<file path="src/sv/bbc_pkg.sv">
`default_nettype none
package bbc_pkg;

	localparam int STACK_DEPTH_DEF = 64;

	// bracket characters
	localparam logic [7:0] CHAR_OPEN_ROUND   = 8'h28;
	localparam logic [7:0] CHAR_OPEN_SQUARE  = 8'h5b;
	localparam logic [7:0] CHAR_OPEN_CURLY   = 8'h7b;
	localparam logic [7:0] CHAR_CLOSE_ROUND  = 8'h29;
	localparam logic [7:0] CHAR_CLOSE_SQUARE = 8'h5d;
	localparam logic [7:0] CHAR_CLOSE_CURLY  = 8'h7d;

	typedef enum logic [1:0] {
		STATUS_OK       = 2'd0,
		STATUS_MISMATCH = 2'd1,
		STATUS_UNCLOSED = 2'd2,
		STATUS_OVERFLOW = 2'd3
	} status_t;

	typedef enum logic [1:0] {
		KIND_ROUND  = 2'd0,
		KIND_SQUARE = 2'd1,
		KIND_CURLY  = 2'd2
	} kind_t;

	typedef enum logic [1:0] {
		OP_NONE = 2'd0,
		OP_PUSH = 2'd1,
		OP_POP  = 2'd2
	} op_t;

	typedef struct packed {
		logic [7:0] char_code;
		logic       last_of_string;
	} in_item_t;

	typedef struct packed {
		logic    is_valid;
		status_t status;
	} out_item_t;

	// classified character passed from front to back
	typedef struct packed {
		op_t   op;
		kind_t kind;
		logic  last;
	} op_item_t;

endpackage
`default_nettype wire

</file>
<file path="src/sv/bracket_balance_checker_core.sv">
// the request carrying the last character passes the front queue, then the verdict register;
//   classified requests still queued ahead of it are handled first
// throughput: one character per cycle while verdicts are taken as they come
// the back end stalls only when a last character meets a full, unread output register
// reset: arst_n clears queue, stack level, error and output valid; no clearing pass,
// stack entries are written before they are read
`default_nettype none
module bracket_balance_checker_core #(
	parameter int STACK_DEPTH = bbc_pkg::STACK_DEPTH_DEF
) (
	input  wire logic               clk,
	input  wire logic               arst_n,
	input  wire logic               req_valid,
	output logic                    req_ready,
	input  wire bbc_pkg::in_item_t  req_data,
	output logic                    rsp_valid,
	input  wire logic               rsp_ready,
	output bbc_pkg::out_item_t      rsp_data
);
	import bbc_pkg::*;

	// classified characters between front and back
	logic     q_valid;
	logic     q_ready;
	op_item_t q_data;

	// front: decode brackets into push / pop / ignore, two-entry queue
	bbc_front u_front (
		.clk       (clk),
		.arst_n    (arst_n),
		.req_valid (req_valid),
		.req_ready (req_ready),
		.req_data  (req_data),
		.q_valid   (q_valid),
		.q_ready   (q_ready),
		.q_data    (q_data)
	);

	// back: stack with registered top, ram below it, sticky first error,
	// verdict register toward the response side
	bbc_back #(
		.STACK_DEPTH (STACK_DEPTH)
	) u_back (
		.clk       (clk),
		.arst_n    (arst_n),
		.q_valid   (q_valid),
		.q_ready   (q_ready),
		.q_data    (q_data),
		.rsp_valid (rsp_valid),
		.rsp_ready (rsp_ready),
		.rsp_data  (rsp_data)
	);

endmodule
`default_nettype wire

</file>
<file path="src/sv/bbc_ram.sv">
`default_nettype none
module bbc_ram #(
	parameter int WIDTH = 2,
	parameter int DEPTH = 64,
	parameter int AW    = (DEPTH > 1) ? $clog2(DEPTH) : 1
) (
	input  wire logic             clk,
	input  wire logic             we,
	input  wire logic [AW-1:0]    waddr,
	input  wire logic [WIDTH-1:0] wdata,
	input  wire logic [AW-1:0]    raddr,
	output logic      [WIDTH-1:0] rdata
);

	logic [WIDTH-1:0] mem [DEPTH];

	always_ff @(posedge clk) begin
		if (we) begin
			mem[waddr] <= wdata;
		end
		rdata <= mem[raddr];
	end

endmodule
`default_nettype wire

</file>
<file path="src/sv/bbc_front.sv">
`default_nettype none
module bbc_front (
	input  wire logic              clk,
	input  wire logic              arst_n,
	input  wire logic              req_valid,
	output logic                   req_ready,
	input  wire bbc_pkg::in_item_t req_data,
	output logic                   q_valid,
	input  wire logic              q_ready,
	output bbc_pkg::op_item_t      q_data
);
	import bbc_pkg::*;

	localparam int QDEPTH = 2;
	localparam int QPW    = $clog2(QDEPTH);

	op_item_t          cls;
	op_item_t          slot_q [QDEPTH];
	logic [QPW-1:0]    wptr_q;
	logic [QPW-1:0]    rptr_q;
	logic [QPW:0]      cnt_q;
	logic              wr_en;
	logic              rd_en;

	// character classification
	always_comb begin
		cls.op   = OP_NONE;
		cls.kind = KIND_ROUND;
		cls.last = req_data.last_of_string;
		case (req_data.char_code)
			CHAR_OPEN_ROUND: begin
				cls.op   = OP_PUSH;
				cls.kind = KIND_ROUND;
			end
			CHAR_OPEN_SQUARE: begin
				cls.op   = OP_PUSH;
				cls.kind = KIND_SQUARE;
			end
			CHAR_OPEN_CURLY: begin
				cls.op   = OP_PUSH;
				cls.kind = KIND_CURLY;
			end
			CHAR_CLOSE_ROUND: begin
				cls.op   = OP_POP;
				cls.kind = KIND_ROUND;
			end
			CHAR_CLOSE_SQUARE: begin
				cls.op   = OP_POP;
				cls.kind = KIND_SQUARE;
			end
			CHAR_CLOSE_CURLY: begin
				cls.op   = OP_POP;
				cls.kind = KIND_CURLY;
			end
			default: begin
				cls.op = OP_NONE;
			end
		endcase
	end

	assign req_ready = (cnt_q != (QPW+1)'(QDEPTH));
	assign q_valid   = (cnt_q != '0);
	assign q_data    = slot_q[rptr_q];
	assign wr_en     = req_valid && req_ready;
	assign rd_en     = q_valid && q_ready;

	always_ff @(posedge clk) begin
		if (wr_en) begin
			slot_q[wptr_q] <= cls;
		end
	end

	always_ff @(posedge clk or negedge arst_n) begin
		if (!arst_n) begin
			wptr_q <= '0;
			rptr_q <= '0;
			cnt_q  <= '0;
		end else begin
			if (wr_en) begin
				wptr_q <= wptr_q + 1'b1;
			end
			if (rd_en) begin
				rptr_q <= rptr_q + 1'b1;
			end
			case ({wr_en, rd_en})
				2'b10:   cnt_q <= cnt_q + 1'b1;
				2'b01:   cnt_q <= cnt_q - 1'b1;
				default: cnt_q <= cnt_q;
			endcase
		end
	end

endmodule
`default_nettype wire

</file>
<file path="src/sv/bbc_back.sv">
`default_nettype none
module bbc_back #(
	parameter int STACK_DEPTH = bbc_pkg::STACK_DEPTH_DEF
) (
	input  wire logic              clk,
	input  wire logic              arst_n,
	input  wire logic              q_valid,
	output logic                   q_ready,
	input  wire bbc_pkg::op_item_t q_data,
	output logic                   rsp_valid,
	input  wire logic              rsp_ready,
	output bbc_pkg::out_item_t     rsp_data
);
	import bbc_pkg::*;

	localparam int LW = $clog2(STACK_DEPTH + 1);
	localparam int AW = (STACK_DEPTH > 1) ? $clog2(STACK_DEPTH) : 1;

	logic [LW-1:0] level_q, level_n;
	status_t       err_q, err_n;
	kind_t         top_q, top_n;
	logic          byp_q;
	kind_t         byp_data_q;
	logic          rsp_valid_q;
	out_item_t     rsp_data_q;

	logic          adv;
	logic          we;
	logic [LW-1:0] wlevel;
	logic [LW-1:0] rlevel;
	logic [1:0]    rdata;
	kind_t         below;
	status_t       verdict;

	// a result can leave only when the output slot is free or draining
	assign adv     = q_valid && (!q_data.last || !rsp_valid_q || rsp_ready);
	assign q_ready = adv;

	// entry under the top: forwarded when the last accepted item pushed onto it
	assign below = byp_q ? byp_data_q : kind_t'(rdata);

	always_comb begin
		level_n = level_q;
		err_n   = err_q;
		top_n   = top_q;
		we      = 1'b0;
		verdict = STATUS_OK;
		if (adv) begin
			if (err_q == STATUS_OK) begin
				case (q_data.op)
					OP_PUSH: begin
						if (level_q == LW'(STACK_DEPTH)) begin
							err_n = STATUS_OVERFLOW;
						end else begin
							we      = (level_q != '0);
							top_n   = q_data.kind;
							level_n = level_q + 1'b1;
						end
					end
					OP_POP: begin
						if (level_q == '0 || top_q != q_data.kind) begin
							err_n = STATUS_MISMATCH;
						end else begin
							top_n   = below;
							level_n = level_q - 1'b1;
						end
					end
					default: begin
						level_n = level_q;
					end
				endcase
			end
			if (q_data.last) begin
				if (err_n != STATUS_OK) begin
					verdict = err_n;
				end else if (level_n != '0) begin
					verdict = STATUS_UNCLOSED;
				end else begin
					verdict = STATUS_OK;
				end
				level_n = '0;
				err_n   = STATUS_OK;
			end
		end
	end

	assign wlevel = level_q - 1'b1;
	assign rlevel = level_n - LW'(2);

	bbc_ram #(
		.WIDTH (2),
		.DEPTH (STACK_DEPTH),
		.AW    (AW)
	) u_stack (
		.clk   (clk),
		.we    (we),
		.waddr (wlevel[AW-1:0]),
		.wdata (top_q),
		.raddr (rlevel[AW-1:0]),
		.rdata (rdata)
	);

	always_ff @(posedge clk) begin
		top_q <= top_n;
		if (adv) begin
			byp_data_q <= top_q;
		end
		if (adv && q_data.last) begin
			rsp_data_q.is_valid <= (verdict == STATUS_OK);
			rsp_data_q.status   <= verdict;
		end
	end

	always_ff @(posedge clk or negedge arst_n) begin
		if (!arst_n) begin
			level_q     <= '0;
			err_q       <= STATUS_OK;
			byp_q       <= 1'b0;
			rsp_valid_q <= 1'b0;
		end else begin
			level_q <= level_n;
			err_q   <= err_n;
			if (adv) begin
				byp_q <= we;
			end
			if (adv && q_data.last) begin
				rsp_valid_q <= 1'b1;
			end else if (rsp_ready) begin
				rsp_valid_q <= 1'b0;
			end
		end
	end

	assign rsp_valid = rsp_valid_q;
	assign rsp_data  = rsp_data_q;

endmodule
`default_nettype wire

</file>
<file path="config.mk">
export PLATFORM = sky130hd
export DESIGN_NAME = bracket_balance_checker_core
export DESIGN_NICKNAME = d
export VERILOG_FILES = /design/src/sv/bbc_pkg.sv /design/src/sv/bracket_balance_checker_core.sv /design/src/sv/bbc_ram.sv /design/src/sv/bbc_front.sv /design/src/sv/bbc_back.sv
export SDC_FILE = /design/constraint.sdc
export NUM_CORES = 1
export LEC_CHECK = 0
export BUFFER_PORTS_ARGS = -buffer_cell sky130_fd_sc_hd__buf_2
export CAP_MARGIN = 10
export CELL_PAD_IN_SITES_DETAIL_PLACEMENT = 1
export CELL_PAD_IN_SITES_GLOBAL_PLACEMENT = 1
export CORE_MARGIN = 4
export CORE_UTILIZATION = 55
export CTS_CLUSTER_DIAMETER = 30
export CTS_CLUSTER_SIZE = 16
export DETAILED_ROUTE_END_ITERATION = 16
export PLACE_DENSITY_LB_ADDON = 0.3
export SLEW_MARGIN = 20
export SYNTH_ARGS = -nofsm -noshare
export SYNTH_HDL_FRONTEND = slang
export SYNTH_SLANG_ARGS = --single-unit
</file>
<file path="constraint.sdc">
create_clock -name clk -period 10.6 [get_ports clk]
set_clock_uncertainty 0.05 [all_clocks]
set_input_delay 1.59 -clock clk [delete_from_list [all_inputs] [get_ports clk]]
set_output_delay 1.59 -clock clk [all_outputs]
set_load 0.05 [all_outputs]
</file>
==> results.toml, run 1 <==
[power]
p_clk_frac = 0.223
intPower_mw = 1.531
p_leak_nw = 3.144
switching_share = 0.4409
power.density_mw_per_mm2 = 315.8
power.switching_mw = 1.208
share_seq_of_total_power = 0.330
peakVddDrop_uv = 169.8
power_frac_comb = 0.447

[place]
placed_area_mm2 = 0.008104
dp_hpwl_um = 15670
pre_cts_slack_ns = 5.251
port-buffer-count = 17
routabilityCongestion = 0.9465

[logic_synthesis]
yosysMostFrequentCell = "edfxtp_1"
synth_fp_nets = 691
synth.largest_area_cell = "edfxtp_1"
synth-xor-area-share = 0.02153
syn_inst = 673
yosys.area_share.simple = 0.1638
avgSynthCellArea_um2 = 11.83
synth-compound-area-share = 0.1234
ys_top_cells_by_count = "145 x edfxtp_1, 113 x nor2_1, 64 x nand2_1"
synth_fa_ha_area_frac = 0.007858
synthTopCellsByArea = "edfxtp_1 55%, nor2_1 5.3%, dfrtp_1 4.7%"
syn_area_mm2 = 0.007961
synth_top_family_by_area = "simple AND/OR/NAND/NOR gates"
synth_flop_cell = "edfxtp_1"
synth.distinct_cells = 83
yosysTopAreaCellShare = 0.5469
synth_mux_area_frac = 0.05391
async_reset_ff_frac = 0.09259
yosysSeqAreaShare = 0.5991
ys_ff_latch = 162
yosysWarnings = 0
synth-edff-count = 145

[flow_run]
max_cap_violations = 0

[floorplan]
start_util = 0.5670
die-area_mm2 = 0.01646
die_x_um = 128.3
rows = 43
core_mm2 = 0.01404
pin_count = 18
die_y_um = 128.3

[clock_tree]
cts-hold-fix-buffers = 0
cts_resized = 0
postCtsSetupBuffers = 0
htreeDepth = 4
clockBufferDepth = 2
path_clk_slew_ns = 0.06
root_buffer = "clkbuf_16"
cts_sinks = 162
clk_latency_ns = 0.44
cts_tree = "done"
cts_buffers = 17

[sta]
setup_viol = 0
holdWs_ns = 0.4662
max_freq_ghz = 0.1872
relSlewSlack = 0.2741
slew_viol_final = 0
postLayoutSetupSlackWorst_ns = 5.259
finalHoldViolations = 0
finalSetupTns_ns = 0
post-route-min-period_ns = 5.341
post-route-period-util = 0.5039
grt_setup_unrepaired = "no"
worst_pin_slew_ns = 1.074

[drt]
vias_per_cell = 6.683
wl_um = 23980
via_count = 5841
ant_nets = 0
drt_iter0_drc = 683
avgRoutedWirePerCell_um = 27.44
drc = 0
firstDrtPassIters = 7

[run_status]
status = "finished clean"

[critical_path]
cp_data_arrival_time_ns = 5.60
cp-start-kind = "register"
crit_top_cell = "mux2i_1"
critPathSlowestCell = "o211a_1"
worstPathMaxFanout = 25
worst-path-buf-inv = 1
crit_type = "register to register"
crit_chain = "mux2i_1 > inv_1 > ha_1 > nor3_1 > o211ai_2 > o21ai_0 > o211a_1 > mux2i_1 > o22ai_1 > o311ai_0 > a211oi_1 > or4_1"
crit_path_end_kind = "register"
slowest_delay_ns = 0.93
cp.required_ns = 10.86
cp_top_family = "compound AO/OA/AOI/OAI gates"

[global_route]
grt_max_degree = 68
grt_pass1_vias = 5946
grt_first_pass_wirelength_um = 36640
grt_use_total = 0.3039
grt_overflow = 0
antenna_found_initial = 0

[final_layout]
final_util = 0.6177
final_cell_area_mm2 = 0.008675
drive_gt1_frac = 0.1182
diodes = 0
layout.nets = 699
syn_to_final_growth_pct = 8.958

[worst_hold_path]
min_path_type = "register to register"
==> stage by stage <==
stage / instances / power, mW
2_1_floorplan: 673 / 1.764
4_1_cts: 874 / 2.714
5_1_grt: 874 / 2.854
3_5_place_dp: 842 / 2.094
6_report: 874 / 2.739
3_3_place_gp: 842 / 2.044
==> power by group through the flow <==
| stage | Clock (mW) | Combinational, mW | Sequential, mW |
|---|---|---|---|
| final | 0.610 | 1.22 | 0.905 |
| after global routing | 0.645 | 1.30 | 0.909 |
| after CTS | 0.615 | 1.20 | 0.902 |
| after detailed placement | 0 | 1.18 | 0.915 |
| after global placement | 0 | 1.14 | 0.909 |
| after floorplan | 0 | 0.817 | 0.947 |
==> placed cells by master (no fill, tap or decap), drive strengths merged, types with 4 or more instances in the layout <==
cell and n:
xnor2 10, nor2 116, o211ai 6, and3 5, edfxtp 145, o22a 7, clkbuf 22, o22ai 7
nor2b 6, nand2b 6, nand4 6, a21oi 29, nand2 66, ha 5, a221oi 7, buf 20
nand3 24, inv 16, dfrtp 15, mux2i 37, xor2 7, a211oi 11, and2 5, a21o 7
a31oi 4, a211o 4, o21ai 20, nor3 17, nor4 4
==> metal layers <==
layer	track usage	up-vias	wire length, µm	share of wire
met5	0	-	0	0
met4	0.09925	0	668	0.028
met3	0.08375	57	2118	0.088
met2	0.4683	305	11260	0.47
met1	0.4223	2944	9941	0.41
li1	-	2535	-	-
==> worst paths after layout <==
check,startpoint,to,slack (ns),cells after the start
max,u_front.rptr_q,u_back.u_stack.rdata[0],5.26,12
min,u_front.wptr_q,u_front.wptr_q,0.47,1
max reg2reg,u_front.rptr_q,u_back.u_stack.rdata[0],5.26,12
min reg2reg,u_front.wptr_q,u_front.wptr_q,0.47,1
max in group asynchronous,arst_n,u_back.level_q[2],9.12,1
min in group asynchronous,arst_n,u_back.err_q[0],1.04,1
==> cells by family after synthesis <==
kind of cell    after synthesis
flops                       162
simple gates                275
fa+ha+maj                     5
buf+inv                      45
mux                          40
compound gates              129
xor+xnor                     17
==> state kept, by name, summed over array words and instances (netlist names) <==
register              count
u_back.u_stack.mem      128
u_front.slot_q           10
u_back.level_q            7
u_back.rsp_data           3
u_back.byp_data_q         2
u_back.err_q              2
u_back.top_q              2
u_back.u_stack.rdata      2
u_front.cnt_q             2
u_back.byp_q              1
u_back.rsp_valid          1
u_front.rptr_q            1
u_front.wptr_q            1
==> worst reg2reg max path, cell delays in order (launching register included) <==
cell and delay (ns):
dfrtp_1 0.61, mux2i_1 0.30, inv_1 0.08, ha_1 0.36
nor3_1 0.45, o211ai_2 0.28, o21ai_0 0.52, o211a_1 0.93
mux2i_1 0.33, o22ai_1 0.17, o311ai_0 0.49, a211oi_1 0.14
or4_1 0.52
==> layout make-up <==
cell class	count	area, µm²
clock buffers	22	444.2
clock inverters	10	126.4
fillers	1407	5368
inverters	14	52.55
multi-input cells	466	2949
flip-flops and latches	162	4770
well taps	180	225.2
repair buffers	20	107.6
No activity file was read; power rests on OpenSTA's default activity.
==> run 2, diff against run 1 <==
CORE_UTILIZATION = 51   (was 55)
clock period = 5.5 ns   (was 10.6 ns; I/O delays follow)
==> results.toml, run 2 (same netlist as run 1, synthesis figures left out) <==
[floorplan]
die_y_um = 132.9
pin_count = 18
rows = 45
die_x_um = 132.9
die-area_mm2 = 0.01767
start_util = 0.5218
core_mm2 = 0.01526

[sta]
setup_viol = 0
grt_setup_unrepaired = "no"
max_freq_ghz = 0.1955
finalHoldViolations = 0
worst_pin_slew_ns = 0.9597
relSlewSlack = 0.3586
slew_viol_final = 0
post-route-period-util = 0.9301
finalSetupTns_ns = 0
post-route-min-period_ns = 5.116

[place]
dp_hpwl_um = 15000
routabilityCongestion = 0.9200
port-buffer-count = 17

[clock_tree]
clk_latency_ns = 0.44
cts_sinks = 162
postCtsSetupBuffers = 0
path_clk_slew_ns = 0.07
cts_resized = 0
cts_tree = "done"
cts_buffers = 17
clockBufferDepth = 2
htreeDepth = 4
root_buffer = "clkbuf_16"
cts-hold-fix-buffers = 0

[critical_path]
cp_data_arrival_time_ns = 5.38
cp.required_ns = 5.76
worstPathMaxFanout = 17
crit_type = "register to register"
crit_path_end_kind = "register"
cp-start-kind = "register"

[global_route]
grt_max_degree = 66
grt_use_total = 0.2588
grt_pass1_vias = 5989
antenna_found_initial = 0
grt_first_pass_wirelength_um = 34540
grt_overflow = 0

[final_layout]
syn_to_final_growth_pct = 9.760
layout.nets = 704
diodes = 0
reg.largest.list = "u_back.u_stack.mem (128), u_front.slot_q (10), u_back.level_q (7)"
drive_gt1_frac = 0.1245
layout_common_cells = "145 x edfxtp_1, 113 x nor2_1, 64 x nand2_1, 35 x mux2i_1, 28 x a21oi_1"
layout_commonest_cell = "edfxtp_1"
largest_reg_flops = 128
top_register = "u_back.u_stack.mem"

[drt]
via_count = 5775
ant_nets = 0
wl_um = 22250
firstDrtPassIters = 4
drt_iter0_drc = 580
avgRoutedWirePerCell_um = 24.45
vias_per_cell = 6.346
drc = 0

[power]
p_leak_nw = 3.162
power.density_mw_per_mm2 = 596.6
peakVddDrop_uv = 289.4
power_mw = 5.214

[worst_hold_path]
min_path_type = "input port to async pin"

[flow_run]
max_cap_violations = 0

[run_status]
status = "finished clean"
## run 2: metrics by stage
step	hold WS, ns	cell area (µm²)	util	cells	setup WS, ns
finish	0.2694	8738	0.5727	910	0.3843
global route	0.2913	8738	0.5727	910	0.1509
CTS	0.2693	8738	0.5727	910	0.5115
detailed placement	0.4487	8193	0.5369	878	0.6258
global placement	0.4264	8193	0.5369	878	0.8706
floorplan	0.4108	7961	-	673	1.649
## run 2: layer usage
| layer | part of all wire | GRT usage |
|---|---|---|
| met3 | 0.068 | 0.05133 |
| met4 | 0.023 | 0.09122 |
| met1 | 0.42 | 0.3496 |
| met5 | 0 | 0 |
| met2 | 0.49 | 0.4193 |
## run 2: cell type report
class / count / area [µm²]
flip-flops and latches: 162 / 4770
clock inverters: 12 / 108.9
inverters: 14 / 52.55
fillers: 1569 / 6520
repair buffers: 25 / 157.7
clock buffers: 20 / 436.7
well taps: 211 / 264.0
multi-input cells: 466 / 2949
## run 2: report_power, final
part / switching [mW] / total (mW) / internal (mW)
Combinational: 1.68 / 2.36 / 0.686
Clock: 0.488 / 1.11 / 0.622
Sequential: 0.117 / 1.74 / 1.62
Total: 2.28 / 5.21 / 2.93
## run 2: worst paths after layout
check,depth (start not counted),to,from,slack (ns)
min in group clk,1,u_front.wptr_q,u_front.wptr_q,0.45
hold / removal,1,u_back.rsp_valid,arst_n,0.27
setup reg to reg,14,u_back.u_stack.rdata[0],u_front.rptr_q,0.38
hold reg to reg,1,u_front.wptr_q,u_front.wptr_q,0.45
setup / recovery,14,u_back.u_stack.rdata[0],u_front.rptr_q,0.38
max in group asynchronous,1,u_back.level_q[1],arst_n,4.83
## run 2: worst max-delay path, cell delays in order, from the launching register on
cell,delay [ns]
dfrtp_1,0.59
mux2i_1,0.29
inv_1,0.07
ha_1,0.37
nor3_1,0.51
o211ai_2,0.29
o21ai_0,0.56
o211ai_4,0.32
nand2_4,0.30
buf_4,0.23
mux2i_1,0.24
o22a_1,0.21
a211oi_1,0.09
o311a_1,0.38
or4_1,0.47
==> run 3, diff against run 2 <==
REMOVE_ABC_BUFFERS = 1   (was default)
==> results.toml, run 3 (same netlist as run 1, synthesis figures left out) <==
[global_route]
grt_max_degree = 68
grt_first_pass_wirelength_um = 34370
grt_use_total = 0.2563
antenna_found_initial = 0
grt_overflow = 0
grt_pass1_vias = 5994

[place]
routabilityCongestion = 0.9329
dp_hpwl_um = 15230
dp_cells = 876
port-buffer-count = 17
placed_area_mm2 = 0.008165

[worst_hold_path]
min_path_type = "input port to async pin"

[sta]
finalHoldViolations = 0
max_freq_ghz = 0.1988
post-route-min-period_ns = 5.031
relSlewSlack = 0.3741
worst_pin_slew_ns = 0.9258
setup_viol = 0
post-route-period-util = 0.9146
grt_setup_unrepaired = "no"
slew_viol_final = 0
holdWs_ns = 0.2739
finalSetupTns_ns = 0

[floorplan]
pin_count = 18
core_mm2 = 0.01526
start_util = 0.5218
die-area_mm2 = 0.01767
die_x_um = 132.9
die_y_um = 132.9
rows = 45

[critical_path]
cp.required_ns = 5.74
worst-path-buf-inv = 2
worstPathMaxFanout = 22
r2r-start = "u_front.rptr_q"
cp_data_arrival_time_ns = 5.28
crit_type = "register to register"
slowest_delay_ns = 0.81
cp-start-kind = "register"
cp_top_family = "compound AO/OA/AOI/OAI gates"
regToRegSetupSlack_ns = 0.47
crit_path_end_kind = "register"
crit_chain = "mux2i_1 > inv_1 > ha_1 > nor3_1 > o211ai_2 > o21ai_0 > o211a_1 > buf_4 > mux2_2 > nand3_1 > o221ai_1 > a21oi_1 > o32ai_1 > or4_1"
ff2ff_path_depth = 14
r2r_end = "u_back.u_stack.rdata[0]"
critPathSlowestCell = "o211a_1"

[clock_tree]
clockBufferDepth = 2
cts_buffers = 17
path_clk_slew_ns = 0.07
cts-hold-fix-buffers = 0
postCtsSetupBuffers = 0
clk_latency_ns = 0.43
cts_sinks = 162
cts_resized = 0
cts_tree = "done"
root_buffer = "clkbuf_16"
htreeDepth = 4

[drt]
avgRoutedWirePerCell_um = 24.36
drc = 0
via_count = 5692
vias_per_cell = 6.269
firstDrtPassIters = 5
drt_iter0_drc = 401
ant_nets = 0
wl_um = 22120

[final_layout]
fin_cells = 908
largest_reg_flops = 128
layout_commonest_cell = "edfxtp_1"
top_register = "u_back.u_stack.mem"
layout.nets = 702
final_cell_area_mm2 = 0.008722
final_util = 0.5716
drive_gt1_frac = 0.1248
syn_to_final_growth_pct = 9.555
layout_common_cells = "145 x edfxtp_1, 113 x nor2_1, 64 x nand2_1, 35 x mux2i_1, 28 x a21oi_1"
reg.largest.list = "u_back.u_stack.mem (128), u_front.slot_q (10), u_back.level_q (7)"
diodes = 0

[power]
p_leak_nw = 3.164
peakVddDrop_uv = 279.8
power.density_mw_per_mm2 = 591.1

[run_status]
status = "finished clean"

[flow_run]
max_cap_violations = 0
## run 3: cell count changes in the layout (fill, tap and decap cells not counted), sizes merged
cell      before  now
clkbuf        20   17
clkinv         7    9
buf           25   23
inv           15   18
clkinvlp       3    1
## run 3: worst max path at each step
stage	from	endpoint	slack, ns	cells past startpoint
after floorplan	u_front.rptr_q	u_back.u_stack.rdata[0]	1.15	13
after global placement	u_front.rptr_q	u_back.u_stack.rdata[0]	0.78	13
after CTS	u_front.rptr_q	u_back.u_stack.rdata[0]	0.56	14
final	u_front.rptr_q	u_back.u_stack.rdata[0]	0.47	14
after detailed placement	u_front.rptr_q	u_back.u_stack.rdata[0]	0.61	13
after global routing	u_front.rptr_q	u_back.u_stack.rdata[0]	0.12	13
## run 3: area by class of cell
cell class                 count  area [µm²]
fill                        1552        6536
timing repair buffer          23       130.1
multi-input combinational    466        2949
clock buffer                  17       425.4
sequential                   162        4770
tap                          211       264.0
clock inverter                15       131.4
inverter                      14       52.55
## run 3: worst reg2reg max path: cells and delay by family (launching register included)
family / cells / cell delay, ns
mux: 2 / 0.64
buf+inv: 2 / 0.36
simple gates: 3 / 0.91
compound gates: 6 / 2.00
flops: 1 / 0.60
fa+ha+maj: 1 / 0.33
## run 3: through the flow
stage | power (mW) | setup WS [ns]
final | 5.156 | 0.4695
after global placement | 3.931 | 0.7843
after detailed placement | 4.006 | 0.6112
after CTS | 5.137 | 0.5585
after floorplan | 3.288 | 1.154
after global routing | 5.410 | 0.1156
## run 3: report_power, final
| part | total (mW) | switching [mW] | internal [mW] | leakage (nW) |
|---|---|---|---|---|
| Sequential | 1.74 | 0.114 | 1.62 | 1.52 |
| Combinational | 2.29 | 1.62 | 0.667 | 1.37 |
| Clock | 1.13 | 0.505 | 0.627 | 0.273 |
## run 3: metal layers
metal,share of wire,vias up,wire length (µm),GRT usage
met1,0.43,2928,9448,0.3372
met2,0.49,167,10820,0.4258
li1,-,2546,-,-
met4,0.030,0,660,0.09527
met3,0.054,51,1186,0.04677
met5,0,-,0,0
